**src/rtl/core/oriented_box_world_aabb_macros.svh**
```systemverilog
// Assertion helpers, sampled on clk, off while rst_n is low
`ifndef ORIENTED_BOX_WORLD_AABB_MACROS_SVH
`define ORIENTED_BOX_WORLD_AABB_MACROS_SVH

// same-cycle implication
`define OBB_IMPL(lbl, ante, cons) \
  lbl: assert property (@(posedge clk) disable iff (!rst_n) (ante) |-> (cons)) \
    else $error("obb assertion failed");

// next-cycle implication
`define OBB_NEXT(lbl, ante, cons) \
  lbl: assert property (@(posedge clk) disable iff (!rst_n) (ante) |=> (cons)) \
    else $error("obb assertion failed");

`endif

```
**src/rtl/core/obb_pkg.sv**
```systemverilog
package obb_pkg;

  localparam int FRAC_BITS_DEF   = 8;
  localparam int QUANT_SHIFT_DEF = 2;
  localparam int FIFO_DEPTH      = 2;

  localparam logic [63:0] GEOM_ROT_RESET = 64'h4000_0000_0000_0000;
  localparam logic signed [45:0] ONE_Q28 = 46'sd268435456;

  // operand pairs for xx,yy,zz,xy,xz,yz,wx,wy,wz (w=0,x=1,y=2,z=3)
  localparam int PA [9] = '{1, 2, 3, 1, 1, 2, 0, 0, 0};
  localparam int PB [9] = '{1, 2, 3, 2, 3, 3, 1, 2, 3};

  typedef enum logic [1:0] {
    CFG_GEOM_OFFSET = 2'd0,
    CFG_GEOM_ROT    = 2'd1,
    CFG_BOX_LO      = 2'd2,
    CFG_BOX_HI      = 2'd3
  } cfg_idx_t;

  typedef struct packed {
    logic [62:0] body_position;
    logic [63:0] body_rotation;
  } in_req_t;

  typedef struct packed {
    logic [62:0] box_min;
    logic [62:0] box_max;
  } out_res_t;

  typedef struct packed {
    logic    valid;
    in_req_t req;
  } item_t;

  typedef logic [8:0][43:0] prod9_t;
  typedef logic [8:0][45:0] mat_t;

  function automatic logic signed [20:0] vcomp(input logic [62:0] v, input int i);
    return $signed(v[(2 - i) * 21 +: 21]);
  endfunction

  function automatic logic signed [15:0] qcomp(input logic [63:0] q, input int i);
    return $signed(q[(3 - i) * 16 +: 16]);
  endfunction

  // rotation matrix in 2^-28 units from the nine pair products
  function automatic mat_t quat_mat(input prod9_t p);
    logic signed [45:0] xx, yy, zz, xy, xz, yz, wx, wy, wz;
    mat_t m;
    xx = 46'($signed(p[0])); yy = 46'($signed(p[1])); zz = 46'($signed(p[2]));
    xy = 46'($signed(p[3])); xz = 46'($signed(p[4])); yz = 46'($signed(p[5]));
    wx = 46'($signed(p[6])); wy = 46'($signed(p[7])); wz = 46'($signed(p[8]));
    m[0] = ONE_Q28 - ((yy + zz) <<< 1);
    m[1] = (xy - wz) <<< 1;
    m[2] = (xz + wy) <<< 1;
    m[3] = (xy + wz) <<< 1;
    m[4] = ONE_Q28 - ((xx + zz) <<< 1);
    m[5] = (yz - wx) <<< 1;
    m[6] = (xz - wy) <<< 1;
    m[7] = (yz + wx) <<< 1;
    m[8] = ONE_Q28 - ((xx + yy) <<< 1);
    return m;
  endfunction

  function automatic logic [20:0] sat21(input logic signed [65:0] v);
    if (v < -66'sd1048576) return 21'h100000;
    if (v > 66'sd1048575) return 21'h0FFFFF;
    return v[20:0];
  endfunction

endpackage

```
**src/rtl/core/obb_front.sv**
```systemverilog
`include "oriented_box_world_aabb_macros.svh"

module obb_front import obb_pkg::*; (
  input  logic    clk,
  input  logic    rst_n,
  input  logic    start,
  input  in_req_t in_req,
  output logic    busy,
  output item_t   item
);

  in_req_t    mem_r [FIFO_DEPTH];
  logic       wr_ptr_r, rd_ptr_r;
  logic [1:0] cnt_r;
  logic       push, pop;

  assign busy = (cnt_r == 2'(FIFO_DEPTH));
  assign push = start && !busy;
  // back end never stalls, so pop whenever the queue is not empty
  assign pop  = (cnt_r != 2'd0);

  assign item.valid = pop;
  assign item.req   = mem_r[rd_ptr_r];

  always_ff @(posedge clk) begin
    if (push) begin
      mem_r[wr_ptr_r] <= in_req;
    end
  end

  always_ff @(posedge clk) begin
    if (!rst_n) begin
      wr_ptr_r <= 1'b0;
      rd_ptr_r <= 1'b0;
      cnt_r    <= 2'd0;
    end else begin
      if (push) wr_ptr_r <= ~wr_ptr_r;
      if (pop)  rd_ptr_r <= ~rd_ptr_r;
      cnt_r <= cnt_r + 2'(push) - 2'(pop);
    end
  end

  `OBB_IMPL(a_cnt_max, 1'b1, cnt_r <= 2'(FIFO_DEPTH))
  `OBB_NEXT(a_cnt_up, push && !pop, cnt_r == $past(cnt_r) + 2'd1)
  `OBB_NEXT(a_rd_adv, pop, rd_ptr_r != $past(rd_ptr_r))

endmodule

```
**config.mk**
```make
export PLATFORM = sky130hd
export DESIGN_NAME = obb_front
export DESIGN_NICKNAME = d
export VERILOG_FILES = /design/src/rtl/core/obb_pkg.sv /design/src/rtl/core/obb_front.sv
export VERILOG_INCLUDE_DIRS = /design/src /design/src/rtl/core
export SDC_FILE = /design/constraint.sdc
export NUM_CORES = 1
export LEC_CHECK = 0
export BUFFER_PORTS_ARGS = -buffer_cell sky130_fd_sc_hd__buf_2
export CAP_MARGIN = 20
export CORE_ASPECT_RATIO = 1.75
export CORE_MARGIN = 1.5
export CORE_UTILIZATION = 48
export CTS_BUF_LIST = sky130_fd_sc_hd__clkbuf_4
export DETAILED_ROUTE_END_ITERATION = 7
export HOLD_SLACK_MARGIN = 0.02
export PLACE_DENSITY_LB_ADDON = 0.1
export SLEW_MARGIN = 0
export SYNTH_ARGS = -nofsm -noshare
export SYNTH_HDL_FRONTEND = slang
export SYNTH_SLANG_ARGS = --single-unit
```
**constraint.sdc**
```tcl
create_clock -name clk -period 9.1 [get_ports clk]
set_input_delay 0.455 -clock clk [delete_from_list [all_inputs] [get_ports clk]]
set_output_delay 0.455 -clock clk [all_outputs]
set_load 0.05 [all_outputs]
```
==> results.md <==
* Largest family of logic cells by synthesized area: multiplexers
* Post-synthesis area per instance at 22.8 um2
* Synth unique cells at 16
* Via density at 4.80
* Compound-cell area share of the yosys netlist at 0.0793%
* Initial antenna violation count at 1
* Register area share after synthesis at 81.6%
* Critical path data required time at 8.65 ns
* TritonCTS clock tree: yes
* Final slew viol count at 0
* DP Wirelength at 12.0 mm
* # nets final at 986
* Max VDD drop at 0.000160 V
* Initial Util at 49.1%
* Num ports at 259
* Top delay family on crit path: buffers and inverters
* H-tree Lvls at 2
* Critical path's slowest cell: dfxtp_4
* Worst rel slew slack at 34.0%
* Number of global-route vias before repair at 5970
* Die span in x at 109 um
* WL per Instance at 17.2 um
* Adder-cell share of the synthesized area at 0%
* LEAKAGE at 5.11 nW
* Post-synthesis mux area share at 16.4%
* Cell Chain, Critical Path: buf_4 > mux2_2 > buf_2
* Pwr Density at 207 mW/mm2
* Drt drc at 0
* Synth Area in Simple Gates at 0.687%
* Final wirelength at 19.7 mm
* Worst skew pair latency at 0.65 ns
* Post-route setup TNS at 0 ns
* Yosys reg bits at 259
* DR iter-0 viols at 163
* Longest Clk Path Bufs at 3
* Crit path kind: reg2out
* Final ANT Viol Nets at 0
* CTS root buf: clkbuf_4
* Crit. End Element: primary output
* All-Layer GR Usage at 19.0%
* Worst-margin pin slew at 0.990 ns
* Area grow syn2layout at 38.3%
* WHS at 0.124 ns
* Sink Count at 259
* Minimum clock period after layout at 3.67 ns
* Rows at 67
* First-pass GRT wire length at 29.4 mm
* Routing usage on met2 at 33.8%
* GR Layer Usage met1 at 18.9%
* Max incr delay on CP at 0.98 ns
* Full die area at 0.0206 mm2
* Layout cells sized above 1 at 53.7%
* Yosys warning count at 0
* Post-Synth XOR/XNOR Area at 0%
* Largest net degree at the start of global routing at 78
* CTS Buf Count at 60
* Fin crit share at 40.3%
* Gr busiest metal: met2
* Hold Path Class: in2reg
* Mapped Cells at 416
* Post-CTS setup buffers at 0
* Core region area at 0.0193 mm2
* Fmax at 273 MHz
* Synthesized net count at 546
* RSZ-0062 raised after global routing: false
* Worst-path fanout max at 67
* Worst-path clk slew at 0.06 ns
* Routed vias at 5500
* Setup violators final at 0
* Die height at 189 um
* Max Cap Viol at 0
* Gr ovfl total at 0
* Startpoint class of the critical path: register
* Status: completed
* GRT met3 Usage at 5.36%
* Endpoints failing hold at 0
* Setup Skew at 0.0222 ns
* Detailed Routing Iterations Pass 1 at 4
* CP bufs+invs at 2
* GP Congestion at 0.745
* CP arrival at 3.21 ns
* Post-Syn Area at 0.00947 mm2
* Port bufs at 258
cell usage after synthesis, drive strengths merged:
cell | instances | area [um2]
nand2b | 2 | 12.5
mux2i | 1 | 10.0
buf | 15 | 109
inv | 1 | 3.75
and3 | 4 | 25.0
or3 | 1 | 6.26
nand2 | 3 | 11.3
mux2 | 127 | 1540
dfxtp | 5 | 100
o21a | 1 | 7.51
nor2 | 1 | 3.75
or2 | 1 | 6.26
edfxtp | 254 | 7630
per-stage QoR:
stage                     utilization [%]  instances  worst slack (ns)  cell area (um2)  total power, W
after floorplan                         -        416              2.67             9470         0.00173
after detailed placement             57.2        905              6.04            11000         0.00183
final                                67.9       1146              5.43            13100         0.00271
after global routing                 67.9       1146              5.21            13100         0.00283
after global placement               57.0        904              6.06            11000         0.00183
after CTS                            67.7       1144              5.27            13100         0.00275
area by class of cell:
class	count	area, um2
flip-flops and latches	259	7730
fillers	1376	6190
repair buffers	393	2670
multi-input cells	141	1640
clock buffers	89	668
well taps	241	302
clock inverters	21	80.1
inverters	1	3.75
diodes	1	2.50
tightest hold or removal path, cell delays in order:
cell and delay [ns]:
buf_2 0.13, nand2b_1 0.07, mux2i_1 0.05
power breakdown:
group	internal, W	total, W	switching, W
clock network	0.000447	0.000863	0.000416
logic	0.000153	0.000442	0.000289
registers	0.00139	0.00141	0.0000234
path summary, 6_finish.rpt:
kind	endpoint	from	slack, ns	cells after the start
hold reg to reg	cnt_r[1]$_SDFF_PN0_	cnt_r[1]$_SDFF_PN0_	0.51	1
setup / recovery	item[26]	register	5.43	3
setup reg to reg	mem_r[1][53]$_DFFE_PP_	cnt_r[0]$_SDFF_PN0_	6.79	4
hold / removal	wr_ptr_r$_SDFFE_PN0N_	rst_n	0.12	3
logic make-up after synthesis:
logic type	after synthesis
AO/OA/AOI/OAI	1
multiplexers	128
AND/OR/NAND/NOR	12
buffers and inverters	16
flip-flops	259
placed cells by master, fill, tap and decap left out, drive strengths merged:
cell         synthesis  layout
buf                 15     264
edfxtp             254     254
dlygate4sd3          0     129
mux2               127     127
clkbuf               0      89
clkinv               0      21
dfxtp                5       5
and3                 4       4
nand2                3       3
nand2b               2       2
diode                0       1
or2                  1       1
or3                  1       1
nor2                 1       1
inv                  1       1
o21a                 1       1
mux2i                1       1
registers in the layout, indices dropped and copies added, names as in the netlist, named ones only:
name      count
cnt_r         2
mem_r       254
rd_ptr_r      1
wr_ptr_r      1
routing by layer:
layer / vias up / wire length, um
met4: 0 / 916
met1: 2629 / 6720
met2: 227 / 10700
li1: 2584 / -
met3: 60 / 1320
met5: - / 0
repair_timing:
item,CTS,global route
hold endpoints to repair,255,0
hold buffers,129,0
resized for setup,0,0
(Power assumes the default switching activity.)
